[src/rtl/d2s_pkg.sv]
// Shared types, constants and the month table of the date-to-seconds counter.
package d2s_pkg;

	// Field widths of the item channels
	localparam int YEAR_W  = 14;
	localparam int MONTH_W = 4;
	localparam int DAY_W   = 5;
	localparam int HOUR_W  = 5;
	localparam int MIN_W   = 6;
	localparam int SEC_W   = 6;
	localparam int HALF_W  = 32;
	localparam int STAMP_W = 2 * HALF_W;

	// Shared multiply-add unit: p = a * b + c
	localparam int MAC_A_W = 23;
	localparam int MAC_B_W = 17;
	localparam int MAC_P_W = MAC_A_W + MAC_B_W;

	// Day table entries fit in nine bits (largest is 365)
	localparam int DBM_W = 9;

	// year / 100 as (year * 5243) >> 19, exact for every 14-bit year
	localparam int                 Q100_W       = 8;
	localparam int                 DIV100_SHIFT = 19;
	localparam logic [MAC_B_W-1:0] DIV100_RECIP = 17'd5243;

	localparam logic [MAC_B_W-1:0] HUNDRED       = 17'd100;
	localparam logic [MAC_B_W-1:0] DAYS_PER_YEAR = 17'd365;
	localparam logic [MAC_B_W-1:0] SIXTY         = 17'd60;
	localparam logic [MAC_B_W-1:0] SECS_PER_DAY  = 17'd86400;

	// Request kinds
	typedef enum logic {
		REQ_LOAD = 1'b0,
		REQ_TICK = 1'b1
	} req_kind_t;

	typedef struct packed {
		req_kind_t          req_type;
		logic [YEAR_W-1:0]  year;
		logic [MONTH_W-1:0] month;
		logic [DAY_W-1:0]   day;
		logic [HOUR_W-1:0]  hour;
		logic [MIN_W-1:0]   minute;
		logic [SEC_W-1:0]   second;
	} req_item_t;

	typedef struct packed {
		logic [HALF_W-1:0] stamp_high;
		logic [HALF_W-1:0] stamp_low;
	} rsp_item_t;

	// Operands handed to the shared unit
	typedef struct packed {
		logic [MAC_A_W-1:0] a;
		logic [MAC_B_W-1:0] b;
		logic [MAC_P_W-1:0] c;
	} mac_op_t;

	// Days before the month; codes above December give a full year
	function automatic logic [DBM_W-1:0] days_before_month(input logic [MONTH_W-1:0] m);
		logic [DBM_W-1:0] d;
		case (m)
			4'd0:    d = 9'd0;
			4'd1:    d = 9'd0;
			4'd2:    d = 9'd31;
			4'd3:    d = 9'd59;
			4'd4:    d = 9'd90;
			4'd5:    d = 9'd120;
			4'd6:    d = 9'd151;
			4'd7:    d = 9'd181;
			4'd8:    d = 9'd212;
			4'd9:    d = 9'd243;
			4'd10:   d = 9'd273;
			4'd11:   d = 9'd304;
			4'd12:   d = 9'd334;
			default: d = 9'd365;
		endcase
		return d;
	endfunction

endpackage

[src/rtl/d2s_mac.sv]
// Shared multiply-add unit with registered result.
module d2s_mac (
	input  logic                          clk,
	input  d2s_pkg::mac_op_t              op,
	output logic [d2s_pkg::MAC_P_W-1:0]   p_q
);

	logic [d2s_pkg::MAC_P_W-1:0] prod;

	// a * b at full width, c added on top
	assign prod = {{d2s_pkg::MAC_B_W{1'b0}}, op.a} * {{d2s_pkg::MAC_A_W{1'b0}}, op.b};

	always_ff @(posedge clk) begin
		p_q <= prod + op.c;
	end

endmodule

[config.mk]
export PLATFORM = sky130hd
export DESIGN_NAME = d2s_mac
export DESIGN_NICKNAME = d
export VERILOG_FILES = /design/src/rtl/d2s_pkg.sv /design/src/rtl/d2s_mac.sv
export SDC_FILE = /design/constraint.sdc
export NUM_CORES = 1
export LEC_CHECK = 0
export BUFFER_PORTS_ARGS = -buffer_cell sky130_fd_sc_hd__buf_2
export CAP_MARGIN = 20
export CORE_MARGIN = 3
export CORE_UTILIZATION = 43
export CTS_CLUSTER_DIAMETER = 60
export DETAILED_ROUTE_END_ITERATION = 10
export PLACE_DENSITY_LB_ADDON = 0.25
export SYNTH_ARGS = -nofsm -noshare
export SYNTH_HDL_FRONTEND = slang
export SYNTH_SLANG_ARGS = --single-unit
[constraint.sdc]
create_clock -name clk -period 9.18 [get_ports clk]
set_input_delay 1.377 -clock clk [delete_from_list [all_inputs] [get_ports clk]]
set_output_delay 1.377 -clock clk [all_outputs]
set_load 0.02 [all_outputs]
* After elaboration in Yosys (flattened, before gate mapping)
Index checks and enable logic that the tools add are counted.
** Cells by class
- $add $sub $neg :: 1
- Multipliers :: 1
** Operators by type and width (count)
- adder 40 bit :: 1
- multiplier 23 x 17 -> 40 bit :: 1
** Storage, ports and cells
- Register bits after elaboration :: 40
- Bits of input ports :: 81
- Output and inout port bits :: 40
- Logic and storage cells :: 3

* Depth between registers and ports, before layout
Gate-level depths: netlist (run 1).
- Depth after elaboration :: 2
- Gate-level depth with buffers :: 24
- Gate-level depth less buffers :: 22

* Least setup slack after synthesis (run 1)
No wires, ideal clock.
- Path kind :: input to register
- Start point :: input port op[74] (netlist bit)
- End point :: register p_q[39] (netlist bit)
- Setup time :: 0.072 ns
- Data arrival time :: 6.847 ns
- Required time :: 9.108 ns
- Path slack :: 2.261 ns
- Stages :: 22
- Path buffers :: 3
- Cells stage by stage :: clkbuf_1 > clkbuf_1 > nand2_1 > fa_1 > fa_1 > fa_1 > inv_1 > fa_1 > fa_1 > inv_1 > fa_1 > inv_1 > ha_1 > buf_6 > a21o_1 > a21o_1 > a221oi_1 > o21ai_1 > a31oi_1 > o21ai_1 > a31oi_1 > xnor2_1
** Between the ends
- Word-level cells in the longest chain between the ends :: 2
** RTL lines
- from (decl) :: line d2s_mac.sv:4 : input d2s_pkg::mac_op_t op,
- multiplier 23 x 17 -> 40 bit :: line d2s_mac.sv:11 : assign prod = {{d2s_pkg::MAC_B_W{1'b0}}, op.a} * {{d2s_pkg::MAC_A_W{1'b0}}, op.b};
- adder 40 bit :: line d2s_mac.sv:14 : p_q <= prod + op.c;
- to (signal assigned) :: line d2s_mac.sv:14
- to (decl) :: line d2s_mac.sv:5 : output logic [d2s_pkg::MAC_P_W-1:0] p_q
Every way passes these cells.

* Worst setup path after layout (run 1)
- Start point :: input port op[70] (netlist bit)
- End point :: register p_q[39] (netlist bit)
Same word-level chain as after synthesis.

==> flow_summary.json, run 1 <==
{
  "clkTransAtPathRegs_ps": 70,
  "rsz0062_at_grt": "no",
  "dr.pass1.iters": 5,
  "cp.buffers_inverters": 4,
  "worstMarginPinSlew_ps": 625.7,
  "hold_class": "in -> reg",
  "status": "completed",
  "largest_reg_flops": 40,
  "cp_max_fo": 17,
  "fin_area_um2": 15530,
  "initial_core_util_pct": 44.15,
  "cp-end-kind": "flop",
  "synth_edf_count": 0,
  "ys_seq_elements": 40,
  "avgViaCountPerCell": 5.022,
  "crit_start": "op[70]",
  "avgSynthCellArea_um2": 8.779,
  "die_h_um": 189.9,
  "dr_wl_met3_um": 1981,
  "crit_path_max_incr_delay_ps": 590,
  "grt_max_degree": 24,
  "synth_nets": 2198,
  "cts_root_buffer": "clkbuf_16",
  "yosys_warnings": 0,
  "dieArea_um2": 36070,
  "drive_above_1_share_pct": 8.105,
  "crit_family": "adder cells",
  "cts.sinks": 40,
  "grt_pass1_wl_um": 62270,
  "final_cell_mix": "inv_1, fa_1, nand2_1, and2_1, buf_2",
  "row_count": 66,
  "finalCritPeriodShare_pct": 78.05,
  "drc": 0,
  "cp_slowest_cell": "fa_1",
  "max_freq_mhz": 139.6,
  "ys_types": 43,
  "htreeDepth": 2,
  "grt_use_total_pct": 22.11,
  "gr-total-overflow": 0,
  "area_growth_syn_to_layout_pct": 6.744,
  "ys.flop_type": "dfxtp_1",
  "drv_slew": 0,
  "maxSlewHeadroom_pct": 58.29,
  "placed_cell_area_um2": 15370,
  "met2_length_um": 19460,
  "top_register": "p_q",
  "syn-instance-count": 1657,
  "finalHoldViolCount": 0,
  "cp_common_cell": "fa_1",
  "top_layer": "met4",
  "vias": 10830,
  "worstPathArrival_ps": 7400,
  "cts_hold_buf": 0,
  "cts_setup_buffers": 0,
  "clockBufferDepth": 2,
  "nNetsFinal": 2255,
  "finalNonFillerCells": 2157,
  "diodes": 0,
  "synth.cell_area_um2": 14550,
  "setup-violations-final": 0,
  "first_global_vias": 12300,
  "fin_setup_tns_ps": 0,
  "cts_tree": "built",
  "placed_cells": 2149,
  "start_kind": "input port",
  "routabilityCongestion": 0.8877,
  "synthArstFlopShare_pct": 0,
  "drtIter0Drc": 581,
  "cts_made_buffers": 5,
  "ant_nets": 0,
  "port_buffers": 120,
  "top_regs": "p_q x40",
  "dieWidth_um": 189.9,
  "path_class": "in -> reg",
  "path_cells": "buf_2, nand2_1, fa_1, inv_1, fa_1, inv_1, fa_1, inv_1, fa_1, fa_1, fa_1, ha_1, a21oi_1, o21ai_0, a221oi_1, o21ai_1, a31oi_1, o21ai_1, a31oi_1, xnor2_1",
  "period_minus_slack_ps": 7165,
  "worst_hold_slack_ps": 1302,
  "crit_required_ps": 9410,
  "routed_wl_um": 37320,
  "maxCapViolCount": 0,
  "ys_seq_area_share_pct": 5.505,
  "antenna_found_initial": 0,
  "layout_commonest_cell": "inv_1",
  "worstHoldStart": "op[0]",
  "num_io_pins": 121,
  "wl_per_cell_um": 17.30,
  "coreArea_um2": 32950,
  "detailed_place_hpwl_um": 30380,
  "ctsResizeCount": 0,
  "wl_met1_um": 14680
}
==> metrics by stage <==
stage,setup WS [ps],utilization [%]
3_3_place_gp,1848,46.66
6_report,2015,47.13
3_5_place_dp,1781,46.66
5_1_grt,1696,47.13
4_1_cts,2075,47.13
2_1_floorplan,2261,-
==> cell families after synthesis <==
group,after synthesis,share of synthesized area (%)
AO/OA/AOI/OAI,107,4.731
XOR/XNOR,38,2.288
AND/OR/NAND/NOR,462,15.07
adder cells (fa/ha/maj),460,57.78
buffers and inverters,550,14.62
flip-flops,40,5.505
==> Yosys cell counts, types with 3 or more instances <==
cell type	n	area [um^2]
inv_1	480	1802
fa_1	353	7067
nand2_1	263	987.2
and2_1	157	982.2
ha_1	107	1339
clkbuf_1	59	221.5
dfxtp_1	40	800.8
a21oi_1	35	175.2
xor2_1	20	175.2
xnor2_1	18	157.7
o21ai_0	17	85.08
nor2_1	14	52.55
a21o_1	12	90.09
nand3_1	8	40.04
a31oi_1	7	43.79
nand4_1	7	43.79
a211oi_1	5	37.54
o211ai_1	5	37.54
o21ai_1	5	25.02
o21bai_1	5	37.54
nor2b_1	4	25.02
a21oi_2	3	26.28
buf_4	3	22.52
buf_6	3	33.78
nand2b_1	3	18.77
==> worst paths after layout <==
| kind | to | slack (ps) | depth (start not counted) |
|---|---|---|---|
| setup / recovery | p_q[39] | 2010 | 20 |
| hold / removal | p_q[0] | 1300 | 2 |
==> area by class of cell <==
cell class | count | area (um^2)
Inverter | 480 | 1802
Fill cell | 3224 | 17420
Multi-Input combinational cell | 1067 | 11620
Sequential cell | 40 | 800.8
Tap cell | 442 | 553.0
Timing Repair Buffer | 120 | 600.6
Clock inverter | 2 | 13.76
Clock buffer | 6 | 138.9
==> layer usage <==
metal	track usage, %	vias to the layer above
li1	-	4822
met1	27.77	5590
met2	40.42	348
met3	2.045	72
met4	6.625	0
met5	0	-
Power of run 1 is left out: the tool's default activity adds up to more than one toggle a clock period on the data nets, which glitch-free logic cannot reach.
==> inputs of run 2 (changes only) <==
Clock period 9.18 ns to 6.11 ns, I/O delays scaled along.
==> run 2 against run 1 <==
  * First-iteration DRC count shrank 34%
  * Die area stayed put
  * Via count rose by 5.2%
  * Global-route usage is 0.48 points higher
==> flow_summary.json, run 2 (synthesis results as in run 1) <==
{
  "maxCapViolCount": 0,
  "drv_slew": 0,
  "whs_endpoint": "p_q[0]",
  "finalHoldViolCount": 0,
  "setup-violations-final": 0,
  "max_freq_mhz": 167.4,
  "routed_wl_um": 38860,
  "crit_required_ps": 6290,
  "worst_hold_slack_ps": 864.3,
  "row_count": 66,
  "dr.pass1.iters": 5,
  "dieArea_um2": 36070,
  "num_io_pins": 121,
  "grt_use_total_pct": 22.59,
  "top_regs": "p_q x40",
  "maxSlewHeadroom_pct": 75.44,
  "avgViaCountPerCell": 4.821,
  "rsz0062_at_grt": "yes",
  "coreArea_um2": 32950,
  "port_buffers": 120,
  "largest_reg_flops": 40,
  "clkTransAtPathRegs_ps": 60,
  "cts_hold_buf": 0,
  "antenna_found_initial": 0,
  "cts_made_buffers": 5,
  "status": "completed",
  "worstHoldStart": "op[0]",
  "detailed_place_hpwl_um": 33260,
  "wl_per_cell_um": 16.45,
  "grt_max_degree": 19,
  "finalCritPeriodShare_pct": 97.75,
  "clockBufferDepth": 2,
  "vias": 11390,
  "drive_above_1_share_pct": 21.66,
  "dieWidth_um": 189.9,
  "cts_tree": "built",
  "top_register": "p_q",
  "layout_commonest_cell": "inv_1",
  "routabilityCongestion": 0.8876,
  "gr-total-overflow": 0,
  "htreeDepth": 2,
  "initial_core_util_pct": 44.15,
  "ant_nets": 0,
  "grt_pass1_wl_um": 64060,
  "start_kind": "input port",
  "nNetsFinal": 2461,
  "die_h_um": 189.9,
  "cts_root_buffer": "clkbuf_16",
  "path_class": "in -> reg",
  "hold_depth": 2,
  "cp_max_fo": 6,
  "period_minus_slack_ps": 5973,
  "cp-end-kind": "flop",
  "fillers": 3042,
  "diodes": 0,
  "cts.sinks": 40,
  "drc": 0,
  "worstMarginPinSlew_ps": 366.2,
  "area_growth_syn_to_layout_pct": 22.73,
  "worstPathArrival_ps": 6150,
  "final_cell_mix": "inv_1, fa_1, nand2_1, buf_4, and2_1",
  "hold_class": "in -> reg",
  "first_global_vias": 12800,
  "drtIter0Drc": 386
}
-- run 2: final cells by class --
cell class                      instances  area, um^2  share of cell area, %
Tap cell                              442       553.0                  3.098
Multi-Input combinational cell       1067       12030                  67.40
Inverter                              480        1802                  10.09
Sequential cell                        40       800.8                  4.485
Timing Repair Buffer                  326        2514                  14.08
Clock buffer                            7       142.6                 0.7989
Clock inverter                          1       7.507                0.04205
-- run 2: worst max path at each step --
| stage | from | end | depth (start not counted) |
|---|---|---|---|
| floorplan | op[45] | p_q[39] | 22 |
| global placement | op[70] | p_q[34] | 22 |
| detailed placement | op[70] | p_q[39] | 22 |
| CTS | op[51] | p_q[39] | 23 |
| global route | op[47] | p_q[39] | 24 |
| finish | op[47] | p_q[39] | 24 |
-- run 2: what timing repair did --
action                                  CTS  global route
endpoints found under the setup margin   14            17
gates resized for setup                  37           123
setup buffers                             0            13
pin swaps                                 7            59
gates cloned                              0             2
-- run 2: per-layer routing --
layer	vias to the layer above	GRT usage, %	share of wire (%)
li1	5238	-	-
met1	5801	27.59	39
met2	280	42.06	53
met3	74	2.414	4.6
met4	0	6.597	3.7
met5	-	0	0
-- run 2: stage by stage --
stage	TNS (ps)	util, %	instance area [um^2]	worst slack [ps]	std cells
floorplan	-22.21	-	14620	-22.21	1657
global placement	-6210	51.34	16920	-504.3	2340
detailed placement	-7557	51.34	16920	-614.3	2340
CTS	-23.64	52.17	17190	-23.64	2348
global route	-66.16	54.18	17850	-43.22	2363
finish	0	54.18	17850	137.3	2363
-- run 2: worst max-delay path: stages --
cell       delay [ps]
buf_16            100
buf_4             150
nand2_1            70
fa_1              480
inv_1              50
fa_1              480
inv_1              60
fa_1              420
fa_1              510
inv_1              60
fa_1              570
inv_1              60
fa_1              520
inv_1              50
ha_1              310
buf_4             170
nand2_1            80
o21ai_2            80
a2111oi_4         350
nor2_2             80
a31oi_4           180
o21ai_2            70
a31oi_1           210
xnor2_1            90
Power of run 2 is left out for the same reason.
